### config.mk
export PLATFORM = sky130hd
export DESIGN_NAME = maintenance_packet_engine
export DESIGN_NICKNAME = d
export VERILOG_FILES = /design/src/rtl/mpe_pkg.sv /design/src/rtl/mpe_ram.sv /design/src/rtl/maintenance_packet_engine.sv
export SDC_FILE = /design/constraint.sdc
export NUM_CORES = 1
export LEC_CHECK = 0
export BUFFER_PORTS_ARGS = -buffer_cell sky130_fd_sc_hd__buf_2
export CAP_MARGIN = 20
export CORE_ASPECT_RATIO = 1.1
export CORE_MARGIN = 2
export CORE_UTILIZATION = 59
export DETAILED_ROUTE_END_ITERATION = 10
export PLACE_DENSITY = 0.86
export SLEW_MARGIN = 20
export SYNTH_ARGS = -nofsm -noshare
export SYNTH_HDL_FRONTEND = slang
export SYNTH_HIERARCHICAL = 1
export SYNTH_SLANG_ARGS = --single-unit
### constraint.sdc
create_clock -name clk_i -period 3.6 [get_ports clk_i]
set_input_delay 0 -clock clk_i [delete_from_list [all_inputs] [get_ports clk_i]]
set_output_delay 0 -clock clk_i [all_outputs]
set_load 0.005 [all_outputs]
### src/rtl/mpe_pkg.sv
// Package for the maintenance packet engine.
// Holds shared constants, codes and state types; used by the top level and the checker.
package mpe_pkg;

  localparam int unsigned DefIdBytes    = 8;
  localparam int unsigned DefNumFrames  = 16;
  localparam int unsigned DefFirstFrame = 0;

  localparam logic [7:0] TypePing    = 8'hFE;
  localparam logic [7:0] TypeConfig  = 8'hD0;
  localparam logic [7:0] Wildcard    = 8'hFF;
  localparam logic [7:0] SampleLimit = 8'd8;

  localparam logic KindByte  = 1'b0;
  localparam logic KindQuery = 1'b1;

  localparam logic [1:0] OutEcho  = 2'd0;
  localparam logic [1:0] OutEmpty = 2'd1;
  localparam logic [1:0] OutMask  = 2'd2;

  typedef enum logic [2:0] {
    ST_IDLE,
    ST_DECODE,
    ST_FILL,
    ST_RMW_RD,
    ST_RMW_WR,
    ST_QUERY_RD,
    ST_QUERY_ANS,
    ST_EMIT
  } mpe_state_e;

  typedef enum logic [2:0] {
    OP_NONE,
    OP_FILL_ALL,
    OP_FILL_ONE,
    OP_OR_ALL,
    OP_OR_ONE
  } mpe_op_e;

endpackage

### src/rtl/mpe_ram.sv
// Generic single-write, single-read RAM with a registered read port.
// Standalone; no package dependency.
module mpe_ram #(
  parameter int unsigned Width = 8,
  parameter int unsigned Depth = 16,
  localparam int unsigned AddrW = (Depth > 1) ? $clog2(Depth) : 1
) (
  input  logic             clk_i,
  input  logic             we_i,
  input  logic [AddrW-1:0] waddr_i,
  input  logic [Width-1:0] wdata_i,
  input  logic [AddrW-1:0] raddr_i,
  output logic [Width-1:0] rdata_o
);

  logic [Width-1:0] mem_q [Depth];

  always_ff @(posedge clk_i) begin
    if (we_i) begin
      mem_q[waddr_i] <= wdata_i;
    end
    rdata_o <= mem_q[raddr_i];
  end

endmodule

### src/rtl/maintenance_packet_engine.sv
// Top level of the maintenance packet engine: packet parser, sequencer and frame-mask table.
// Depends on mpe_pkg and mpe_ram.
//
// The block takes one request at a time. A packet byte is decoded after it is taken and,
// when it gives a result, goes on to the emit state. A config pair then updates the
// frame-mask table: allow-everything writes 0xFF to every entry, a single-entry fill to one,
// and a read and a write step OR a sample bit into one entry, or every entry for a frame
// wildcard. A mask query answers with the entry, or zero for a frame out of range. A result
// leaves through an output register, so a new request is taken while an earlier result
// waits; a result that finds that register still full holds the block until the register
// drains. After reset the table reads as all zero at once; no clearing pass is needed.
module maintenance_packet_engine
  import mpe_pkg::*;
#(
  parameter int unsigned ID_BYTES    = DefIdBytes,
  parameter int unsigned NUM_FRAMES  = DefNumFrames,
  parameter int unsigned FIRST_FRAME = DefFirstFrame
) (
  input  logic        clk_i,
  input  logic        rst_ni,
  input  logic        cfg_valid_i,
  output logic        cfg_ready_o,
  input  logic [63:0] cfg_data_i,   // device_id
  input  logic        s_tvalid_i,
  output logic        s_tready_o,
  input  logic [23:0] s_tdata_i,    // packet_type, data_byte, query_frame
  input  logic        s_tuser_i,    // kind
  input  logic        s_tlast_i,    // last_byte
  output logic        m_tvalid_o,
  input  logic        m_tready_i,
  output logic [7:0]  m_tdata_o,    // out_byte
  output logic [1:0]  m_tuser_o,    // out_kind
  output logic        m_tlast_o     // out_last
);

  localparam int unsigned IdxW = (NUM_FRAMES > 1) ? $clog2(NUM_FRAMES) : 1;
  localparam logic [IdxW-1:0] LastIdx = IdxW'(NUM_FRAMES - 1);

  mpe_state_e state_q, state_d;

  logic [63:0]           id_q;
  logic [7:0]            pos_q, pos_d;
  logic                  match_q, match_d;
  logic [7:0]            held_q, held_d;
  logic                  half_q, half_d;
  logic                  fin_q, fin_d;
  logic [NUM_FRAMES-1:0] valid_q, valid_d;

  logic       it_kind_q;
  logic [7:0] it_type_q, it_data_q, it_qframe_q;
  logic       it_last_q;

  logic [IdxW-1:0] idx_q, idx_d;
  logic            walk_all_q, walk_all_d;
  logic [7:0]      bit_q, bit_d;

  logic [1:0] res_kind_q, res_kind_d;
  logic [7:0] res_byte_q, res_byte_d;
  logic       res_last_q, res_last_d;

  logic       out_valid_q;
  logic [1:0] out_kind_q;
  logic [7:0] out_byte_q;
  logic       out_last_q;

  logic            ram_we;
  logic [7:0]      ram_wdata;
  logic [7:0]      ram_rdata;
  logic [7:0]      entry_val;

  logic            accept;
  logic            out_free;
  logic [7:0]      id_byte;
  logic            in_id;
  logic            match_now;
  logic            id_done;
  logic            emit;
  logic [1:0]      emit_kind;
  logic [7:0]      emit_byte;
  logic            emit_last;
  mpe_op_e         op;
  logic [IdxW-1:0] op_idx;
  logic [7:0]      op_bit;
  logic            pair_in_range;
  logic [IdxW-1:0] pair_idx;
  logic            q_in_range;
  logic [IdxW-1:0] q_idx;
  logic            walk_end;

  function automatic logic in_range(input logic [7:0] frame);
    logic [8:0] rel;
    rel = {1'b0, frame} - 9'(FIRST_FRAME);
    return (frame >= 8'(FIRST_FRAME)) && (rel < 9'(NUM_FRAMES));
  endfunction

  function automatic logic [IdxW-1:0] rel_idx(input logic [7:0] frame);
    logic [8:0] rel;
    rel = {1'b0, frame} - 9'(FIRST_FRAME);
    return rel[IdxW-1:0];
  endfunction

  assign cfg_ready_o = 1'b1;
  assign s_tready_o  = (state_q == ST_IDLE);
  assign accept      = s_tvalid_i && s_tready_o;
  assign out_free    = !out_valid_q || m_tready_i;
  assign walk_end    = !walk_all_q || (idx_q == LastIdx);

  assign m_tvalid_o = out_valid_q;
  assign m_tdata_o  = out_byte_q;
  assign m_tuser_o  = out_kind_q;
  assign m_tlast_o  = out_last_q;

  assign entry_val = valid_q[idx_q] ? ram_rdata : 8'h00;

  mpe_ram #(
    .Width (8),
    .Depth (NUM_FRAMES)
  ) u_table (
    .clk_i   (clk_i),
    .we_i    (ram_we),
    .waddr_i (idx_q),
    .wdata_i (ram_wdata),
    .raddr_i (idx_q),
    .rdata_o (ram_rdata)
  );

  // Decode of the held request.
  always_comb begin
    id_byte       = 8'(id_q >> {pos_q[2:0], 3'b000});
    in_id         = pos_q < 8'(ID_BYTES);
    match_now     = match_q && (id_byte == it_data_q);
    id_done       = in_id && (pos_q == 8'(ID_BYTES - 1)) && match_now;
    pair_in_range = in_range(it_data_q);
    pair_idx      = rel_idx(it_data_q);
    q_in_range    = in_range(it_qframe_q);
    q_idx         = rel_idx(it_qframe_q);
    emit          = 1'b0;
    emit_kind     = OutEcho;
    emit_byte     = 8'h00;
    emit_last     = 1'b1;
    op            = OP_NONE;
    op_idx        = '0;
    op_bit        = 8'h00;
    if (in_id) begin
      if (id_done && (it_type_q == TypePing) && it_last_q) begin
        emit      = 1'b1;
        emit_kind = OutEmpty;
      end
    end else if (match_q) begin
      if (it_type_q == TypePing) begin
        emit      = 1'b1;
        emit_kind = OutEcho;
        emit_byte = it_data_q;
        emit_last = it_last_q;
      end else if ((it_type_q == TypeConfig) && !fin_q && half_q) begin
        op_bit = 8'(1) << held_q[2:0];
        op_idx = pair_idx;
        if ((held_q == Wildcard) && (it_data_q == Wildcard)) begin
          op = OP_FILL_ALL;
        end else if (held_q == Wildcard) begin
          if (pair_in_range) begin
            op = OP_FILL_ONE;
          end
        end else if (held_q < SampleLimit) begin
          if (it_data_q == Wildcard) begin
            op = OP_OR_ALL;
          end else if (pair_in_range) begin
            op = OP_OR_ONE;
          end
        end
      end
    end
  end

  // Next state.
  always_comb begin
    state_d = state_q;
    unique case (state_q)
      ST_IDLE: begin
        if (accept) begin
          state_d = ST_DECODE;
        end
      end
      ST_DECODE: begin
        if (it_kind_q == KindQuery) begin
          state_d = q_in_range ? ST_QUERY_RD : ST_EMIT;
        end else if (emit) begin
          state_d = ST_EMIT;
        end else begin
          unique case (op)
            OP_FILL_ALL, OP_FILL_ONE: state_d = ST_FILL;
            OP_OR_ALL, OP_OR_ONE:     state_d = ST_RMW_RD;
            default:                  state_d = ST_IDLE;
          endcase
        end
      end
      ST_FILL: begin
        if (walk_end) begin
          state_d = ST_IDLE;
        end
      end
      ST_RMW_RD:    state_d = ST_RMW_WR;
      ST_RMW_WR:    state_d = walk_end ? ST_IDLE : ST_RMW_RD;
      ST_QUERY_RD:  state_d = ST_QUERY_ANS;
      ST_QUERY_ANS: state_d = ST_EMIT;
      ST_EMIT: begin
        if (out_free) begin
          state_d = ST_IDLE;
        end
      end
      default: state_d = ST_IDLE;
    endcase
  end

  // Datapath and packet state.
  always_comb begin
    pos_d      = pos_q;
    match_d    = match_q;
    held_d     = held_q;
    half_d     = half_q;
    fin_d      = fin_q;
    valid_d    = valid_q;
    idx_d      = idx_q;
    walk_all_d = walk_all_q;
    bit_d      = bit_q;
    res_kind_d = res_kind_q;
    res_byte_d = res_byte_q;
    res_last_d = res_last_q;
    ram_we     = 1'b0;
    ram_wdata  = 8'hFF;
    unique case (state_q)
      ST_DECODE: begin
        if (it_kind_q == KindQuery) begin
          idx_d      = q_idx;
          res_kind_d = OutMask;
          res_byte_d = 8'h00;
          res_last_d = 1'b1;
        end else begin
          res_kind_d = emit_kind;
          res_byte_d = emit_byte;
          res_last_d = emit_last;
          bit_d      = op_bit;
          walk_all_d = (op == OP_FILL_ALL) || (op == OP_OR_ALL);
          idx_d      = walk_all_d ? '0 : op_idx;
          if (in_id) begin
            match_d = match_now;
            if (id_done && (it_type_q == TypeConfig)) begin
              valid_d = '0;
              half_d  = 1'b0;
              fin_d   = 1'b0;
            end
          end else if (match_q && (it_type_q == TypeConfig) && !fin_q) begin
            if (!half_q) begin
              held_d = it_data_q;
              half_d = 1'b1;
            end else begin
              half_d = 1'b0;
              if (op == OP_FILL_ALL) begin
                fin_d = 1'b1;
              end
            end
          end
          if (it_last_q) begin
            pos_d   = 8'd0;
            match_d = 1'b1;
            held_d  = 8'd0;
            half_d  = 1'b0;
            fin_d   = 1'b0;
          end else if (pos_q != 8'hFF) begin
            pos_d = pos_q + 8'd1;
          end
        end
      end
      ST_FILL: begin
        ram_we         = 1'b1;
        ram_wdata      = 8'hFF;
        valid_d[idx_q] = 1'b1;
        if (!walk_end) begin
          idx_d = idx_q + IdxW'(1);
        end
      end
      ST_RMW_WR: begin
        ram_we         = 1'b1;
        ram_wdata      = entry_val | bit_q;
        valid_d[idx_q] = 1'b1;
        if (!walk_end) begin
          idx_d = idx_q + IdxW'(1);
        end
      end
      ST_QUERY_ANS: begin
        res_byte_d = entry_val;
      end
      default: begin
      end
    endcase
  end

  always_ff @(posedge clk_i or negedge rst_ni) begin
    if (!rst_ni) begin
      state_q     <= ST_IDLE;
      id_q        <= 64'd0;
      pos_q       <= 8'd0;
      match_q     <= 1'b1;
      held_q      <= 8'd0;
      half_q      <= 1'b0;
      fin_q       <= 1'b0;
      valid_q     <= '0;
      out_valid_q <= 1'b0;
    end else begin
      state_q <= state_d;
      pos_q   <= pos_d;
      match_q <= match_d;
      held_q  <= held_d;
      half_q  <= half_d;
      fin_q   <= fin_d;
      valid_q <= valid_d;
      if (cfg_valid_i && cfg_ready_o) begin
        id_q <= cfg_data_i;
      end
      if ((state_q == ST_EMIT) && out_free) begin
        out_valid_q <= 1'b1;
      end else if (m_tready_i) begin
        out_valid_q <= 1'b0;
      end
    end
  end

  always_ff @(posedge clk_i) begin
    if (accept) begin
      it_kind_q   <= s_tuser_i;
      it_type_q   <= s_tdata_i[7:0];
      it_data_q   <= s_tdata_i[15:8];
      it_qframe_q <= s_tdata_i[23:16];
      it_last_q   <= s_tlast_i;
    end
    idx_q      <= idx_d;
    walk_all_q <= walk_all_d;
    bit_q      <= bit_d;
    res_kind_q <= res_kind_d;
    res_byte_q <= res_byte_d;
    res_last_q <= res_last_d;
    if ((state_q == ST_EMIT) && out_free) begin
      out_kind_q <= res_kind_q;
      out_byte_q <= res_byte_q;
      out_last_q <= res_last_q;
    end
  end

endmodule

==> impl_metrics.csv, run 1 <==
group,metric,value,unit
synth,synthesis.area,12520,sq um
power,clkPwrFrac,28.6,%
timing,maxSlewViolCount,0,
layout,fillCellCount,1162,
clock_network,tritoncts,"done",
synth,yosys.area_share.simple,8.352,%
global_routing,grt_pass1_wl,49.12,mm
clock_network,htreeDepth,1,
floorplanning,num_rows,55,
global_routing,use_met2,50.97,%
power,switching_share,31.57,%
clock_network,clock_latency,0.55,ns
power,power.density,702.4,nW/um^2
synth,syn_avg_cell_area,15.77,sq um
synth,synth-seq-cells,300,
timing,setup_ws,0.6417,ns
layout,fin_util,73.34,%
placed_design,routabilityCongestion,0.8990,
synth,synthAdderAreaFrac,0.4996,%
clock_network,cts_sinks,300,
worst_setup_path,crit_path_start_kind,"flop",
synth,yosysTopAreaCell,"edfxtp_1",
worst_setup_path,crit_type,"flop to flop",
placed_design,io_buffers,107,
worst_setup_path,cpPeakStageDelay,0.71,ns
worst_setup_path,critPathCaptureType,"flop",
synth,async_flop_share,34.33,%
synth,synth_fp_nets,894,
layout,antennaDiodeCount,0,
global_routing,grt_most_used_layer,"met2",
run_status,outcome,"completed",
worst_setup_path,cp.arrival,3.37,ns
global_routing,track_usage,29.16,%
power,pwr-share-seq,44.9,%
worst_setup_path,required,4.01,ns
timing,rsz0062_at_grt,"false",
power,power.leakage,5.679,nW
layout,design_area,15190,sq um
route,drtIter0Drc,780,
worst_setup_path,slowest_stage,"dfrtp_1",
floorplanning,core_area,20710,sq um
synth,yosys_warnings,6,
placed_design,placed_area,13310,sq um
clock_network,numCtsBuffers,29,
global_routing,grt_max_degree,76,
floorplanning,io_pins,109,
clock_network,postCtsSetupRepairBufs,0,
synth,synth_most_common_cell,"edfxtp_1",
route,antenna_left,0,
power,total_power,10.67,mW
synth,synth-main-ff-cell,"edfxtp_1",
layout,syn_to_final_growth,21.30,%
synth,synth_enable_flop_cells,189,
global_routing,use_met3,4.957,%
timing,post-route-period-util,82.18,%
synth,synth_top_family_by_area,"multiplexers",
timing,tightestPinTransition,0.9871,ns
route,vias_per_cell,6.284,
layout,nets,1103,
worst_setup_path,crit_chain,"buf_4 > mux2i_1 > a22oi_1 > and3_1 > o22a_1 > and4_1 > a211oi_1 > nor4_1",
floorplanning,dieArea,22410,sq um
power,p_int,7.301,mW
placed_design,post-dp-hpwl,18.35,mm
route,wl,32.03,mm
layout,drive_above_1_share,27.34,%
worst_setup_path,cp_max_fo,13,
floorplanning,start_util,60.46,%
layout,register_area,8414,sq um
synth,synth.area.top_cells,"edfxtp_1, dfrtp_1, mux2_2, mux4_2, mux4_1",
clock_network,clockRootBuffer,"clkbuf_16",
route,wire_per_inst,24.47,um
synth,synth.distinct_cells,59,
synth,synth-xor-area-share,0.6294,%
timing,period_needed,2.958,ns
route,num_vias,8226,
job,maxCapViolCount,0,
route,drc,0,
power,comb_power_share,26.4,%
timing,finalHoldViolCount,0,
timing,max_freq,338.0,MHz
clock_network,cts_resized,0,
clock_network,hold_buffers,93,
global_routing,grt_use_met1,34.70,%
timing,skew,0.01701,ns
placed_design,pre_cts_ws,0.7986,ns
synth,synth_compound_area_share,5.645,%
power,p_sw,3.369,mW
floorplanning,die_w,142.9,um
power,vdd_ir_drop_max,541.3,uV
hold_path,min_path_type,"primary input to asynchronous set/reset pin",
global_routing,grt_pass1_vias,8782,
timing,max_slew_margin,33.95,%
layout,multiInputGateArea,3869,sq um
clock_network,path_clk_slew,0.07,ns
synth,synth_top_cells_by_count,"edfxtp_1, dfrtp_1, mux2_2",
timing,setup_violations,0,
clock_network,clk_path_buf_depth,3,
global_routing,antenna_found_initial,0,
timing,fin_setup_tns,0,ns
synth,synth.yosys.seq_area_share,67.19,%
synth,synthCells,794,
global_routing,grt-ovfl-total,0,
synth,synth_top_area_share,45.32,%
floorplanning,die_h,156.8,um
synth,muxShareOfSynthArea,15.72,%
route,dr.pass1.iters,6,
[area by class of cell]
cell class                 count  share of cell area (%)
multi-input combinational    450                   25.47
inverter                       7                  0.1730
clock buffer                  33                   4.942
timing repair buffer         215                   10.41
sequential                   300                   55.39
clock inverter                19                   1.268
tap                          285                   2.347
[flip-flops by register name (all words and copies together), names as in the netlist, 2 cells and up]
| name | flops |
|---|---|
| state_q | 3 |
| id_q | 64 |
| u_table/mem_q | 128 |
| m_tdata_o | 8 |
| it_type_q | 8 |
| m_tuser_o | 2 |
| it_qframe_q | 8 |
| it_data_q | 8 |
| bit_q | 8 |
| res_byte_q | 8 |
| idx_q | 4 |
| res_kind_q | 2 |
| pos_q | 8 |
| u_table/rdata_o | 8 |
| valid_q | 16 |
| held_q | 8 |
[power groups by stage]
stage | Combinational [mW] | Sequential [mW] | Clock [mW]
after global routing | 3.01 | 4.83 | 3.20
after CTS | 2.74 | 4.76 | 3.05
final | 2.82 | 4.79 | 3.06
after global placement | 2.52 | 4.79 | 0
after detailed placement | 2.62 | 4.82 | 0
after floorplan | 2.08 | 4.59 | 0
[path summary, 6_finish.rpt]
check                                        start                     end  slack [ns]  cells past startpoint
max                           pos_q[0]$_DFFE_PN0P_  state_q[0]$_DFFE_PN0P_        0.64                      8
min in group clk_i                    s_tdata_i[1]  it_type_q[1]$_DFFE_PP_        0.17                      2
max reg2reg                   pos_q[0]$_DFFE_PN0P_  state_q[0]$_DFFE_PN0P_        0.64                      8
min reg2reg                res_byte_q[2]$_DFFE_PP_  m_tdata_o[2]$_DFFE_PP_        0.42                      0
max in group asynchronous                   rst_ni    id_q[15]$_DFFE_PN0P_        2.46                      3
min                                         rst_ni    id_q[56]$_DFFE_PN0P_        0.15                      2
[critical path, delay by kind of cell, from the launching register on]
family | cells | cell delay, ns
AO/OA/AOI/OAI | 3 | 0.78
flip-flops | 1 | 0.71
AND/OR/NAND/NOR | 3 | 0.58
multiplexers | 1 | 0.39
buffers and inverters | 1 | 0.36
[per-stage QoR]
step                      cells  hold slack, ns
after floorplan             794         -0.2956
after global placement     1164          0.1770
after detailed placement   1164          0.1781
after CTS                  1309          0.1618
after global routing       1309          0.1716
final                      1309          0.1522
[placed cells by master, fill, tap and decap left out, drive strengths merged, types with 10 or more instances in the layout]
| master | count |
|---|---|
| a21oi | 32 |
| nand3b | 10 |
| clkbuf | 33 |
| edfxtp | 189 |
| dlygate4sd3 | 93 |
| dfrtp | 102 |
| nor2 | 55 |
| a22oi | 30 |
| mux4 | 41 |
| nor3 | 12 |
| mux2i | 26 |
| nand2 | 49 |
| clkinv | 13 |
| o21ai | 16 |
| buf | 122 |
| mux2 | 65 |
[per-layer routing]
metal	share of wire, %	vias to the layer above
met4	5.9	0
met1	35	4132
met5	0	-
li1	-	3496
met2	52	476
met3	7.0	122
[cell families (layout without fill, tap and decap cells)]
family | after synthesis | count (layout)
adder cells (fa/ha/maj) | 5 | 5
multiplexers | 132 | 132
XOR/XNOR | 9 | 9
flip-flops | 300 | 300
other | 1 | 1
AND/OR/NAND/NOR | 196 | 196
buffers and inverters | 44 | 274
AO/OA/AOI/OAI | 107 | 107
No activity file was read; power rests on OpenSTA's default activity.
==> run 2, diff against run 1 <==
==> constraint.sdc (replaced) <==
create_clock -name clk_i -period 2.75 [get_ports clk_i]
set_input_delay 0 -clock clk_i [delete_from_list [all_inputs] [get_ports clk_i]]
set_output_delay 0 -clock clk_i [all_outputs]
set_load 0.005 [all_outputs]
==> run 2 against run 1 <==
  * Non-clock buffer count rose by 40
  * Combinational power rose by 48%
  * Die area did not move
  * Count of clock-buffer cells in the layout rose by 8
  * Maximum frequency rose by 10%
  * Power rose by 37%
  * Routed wire length rose by 10%
  * Critical path type unchanged
  * Critical endpoint is now idx_q[2]$_DFFE_PP_
  * Largest cell class unchanged
==> impl_metrics.csv, run 2 (synthesized netlist as in run 1, its figures left out) <==
group,metric,value,unit
floorplanning,die_h,156.8,um
power,vdd_ir_drop_max,630.6,uV
placed_design,post-dp-hpwl,18.89,mm
clock_network,clk_path_buf_depth,3,
layout,largest_reg_flops,128,
worst_setup_path,cp.arrival,2.98,ns
timing,maxSlewViolCount,0,
route,dr.pass1.iters,7,
clock_network,htreeDepth,1,
worst_setup_path,crit_chain,"or4_1 > o21ai_0 > nor3_1 > nand3_1 > nor3_1 > a221oi_1 > a21oi_1",
layout,largestRegisters,"u_table/mem_q: 128 flops, id_q: 64 flops, valid_q: 16 flops",
timing,finalHoldViolCount,0,
floorplanning,io_pins,109,
worst_setup_path,slowest_stage,"or4_1",
clock_network,clockRootBuffer,"clkbuf_16",
timing,tightestPinTransition,1.121,ns
worst_setup_path,path_common_cell,"nor3_1",
global_routing,grt_max_degree,89,
hold_path,min_path_type,"primary input to asynchronous set/reset pin",
worst_setup_path,crit_type,"flop to flop",
placed_design,placed_area,13560,sq um
floorplanning,dieArea,22410,sq um
route,vias_per_cell,6.344,
layout,fin_util,75.32,%
timing,skew,0.02901,ns
clock_network,numCtsBuffers,30,
layout,design_area,15600,sq um
power,total_power,14.59,mW
placed_design,post-place-cells,1197,
layout,nets,1144,
placed_design,pre_cts_ws,0.08663,ns
route,wire_per_inst,26.11,um
layout,drive_above_1_share,31.18,%
route,drtIter0Drc,808,
timing,max_freq,371.9,MHz
worst_setup_path,critPathCaptureType,"flop",
worst_setup_path,crit_path_start_kind,"flop",
clock_network,path_clk_slew,0.07,ns
layout,syn_to_final_growth,24.59,%
worst_setup_path,required,3.04,ns
timing,setup_ws,0.06083,ns
layout,layout_common_cells,"edfxtp_1, buf_2, dfrtp_1, dlygate4sd3_1, mux2_2",
global_routing,grt_pass1_wl,52.59,mm
timing,period_needed,2.689,ns
timing,fin_setup_tns,0,ns
global_routing,antenna_found_initial,1,
route,num_vias,8596,
floorplanning,die_w,142.9,um
timing,whs,0.06508,ns
floorplanning,num_rows,55,
layout,fillCellCount,1121,
timing,setup_violations,0,
timing,post-route-period-util,97.79,%
clock_network,cts_sinks,300,
placed_design,routabilityCongestion,0.8966,
route,wl,35.38,mm
timing,max_slew_margin,25.01,%
worst_setup_path,cp_max_fo,5,
placed_design,io_buffers,107,
power,power.leakage,5.924,nW
layout,register_area,8417,sq um
route,antenna_left,0,
clock_network,tritoncts,"done",
layout,instances_no_fill,1355,
global_routing,grt-ovfl-total,0,
run_status,outcome,"completed",
floorplanning,start_util,60.46,%
layout,multiInputGateArea,3886,sq um
layout,regMostFlops,"u_table/mem_q",
power,power.density,934.9,nW/um^2
worst_setup_path,cpPeakStageDelay,0.56,ns
floorplanning,core_area,20710,sq um
layout,layout_commonest_cell,"edfxtp_1",
clock_network,clock_latency,0.57,ns
route,drc,0,
global_routing,track_usage,31.73,%
global_routing,grt_pass1_vias,9127,
job,maxCapViolCount,0,
[run 2: changes by cell type in the layout (fill, tap and decap cells not counted), moves of 2 or more]
cell        change
clkbuf_16       +2
dfrtp_1         -2
dfrtp_2         +2
buf_4          +38
clkbuf_8        +4
buf_6           +2
clkinvlp_4      -2
diode_2         +2
clkbuf_4        +2
clkinv_1        -2
[run 2: layout make-up]
cell class              count  area share, %
multi-input cells         450          24.91
repair buffers            255          12.11
inverters                   7         0.1684
clock inverters            15         0.9703
well taps                 285          2.285
flip-flops and latches    300          53.95
diodes                      2        0.03208
clock buffers              41          5.581
[run 2: where the power goes]
part / switching (mW) / internal (mW) / leakage, nW / total, mW
logic: 2.41 / 1.76 / 2.44 / 4.16
registers: 0.480 / 5.69 / 2.97 / 6.17
clock network: 1.76 / 2.49 / 0.513 / 4.25
total: 4.64 / 9.94 / 5.92 / 14.6
[run 2: path summary, 6_finish.rpt]
kind / endpoint / cells past startpoint / start / slack, ns
setup / recovery: idx_q[2]$_DFFE_PP_ / 7 / pos_q[4]$_DFFE_PN0P_ / 0.06
hold / removal: id_q[63]$_DFFE_PN0P_ / 2 / rst_ni / 0.07
max in group asynchronous: valid_q[11]$_DFFE_PN0P_ / 3 / rst_ni / 1.87
min in group clk_i: it_type_q[6]$_DFFE_PP_ / 2 / s_tdata_i[6] / 0.15
setup reg to reg: idx_q[2]$_DFFE_PP_ / 7 / pos_q[4]$_DFFE_PN0P_ / 0.06
hold reg to reg: m_tdata_o[1]$_DFFE_PP_ / 0 / res_byte_q[1]$_DFFE_PP_ / 0.42
[run 2: worst max-delay path: cells and delay by family (launching register included)]
| family | cells | cell delay (ns) |
|---|---|---|
| flip-flops | 1 | 0.43 |
| AND/OR/NAND/NOR | 4 | 0.99 |
| AO/OA/AOI/OAI | 3 | 1.01 |
[run 2: what timing repair did]
action | 4_1_cts | 5_1_grt
resized for setup | 0 | 8
endpoints found under the hold margin | 184 | 0
setup endpoints to repair | 0 | 120
buffers inserted | 0 | 7
hold buffers | 93 | 0
[run 2: metal layers]
layer,GRT usage (%),wire length [um],up-vias,share of wire (%)
met5,0,0,-,0
met4,18.76,2556,0,7.2
met3,6.089,3358,183,9.5
met2,55.23,17770,669,50
met1,36.45,11700,4167,33
li1,-,-,3577,-
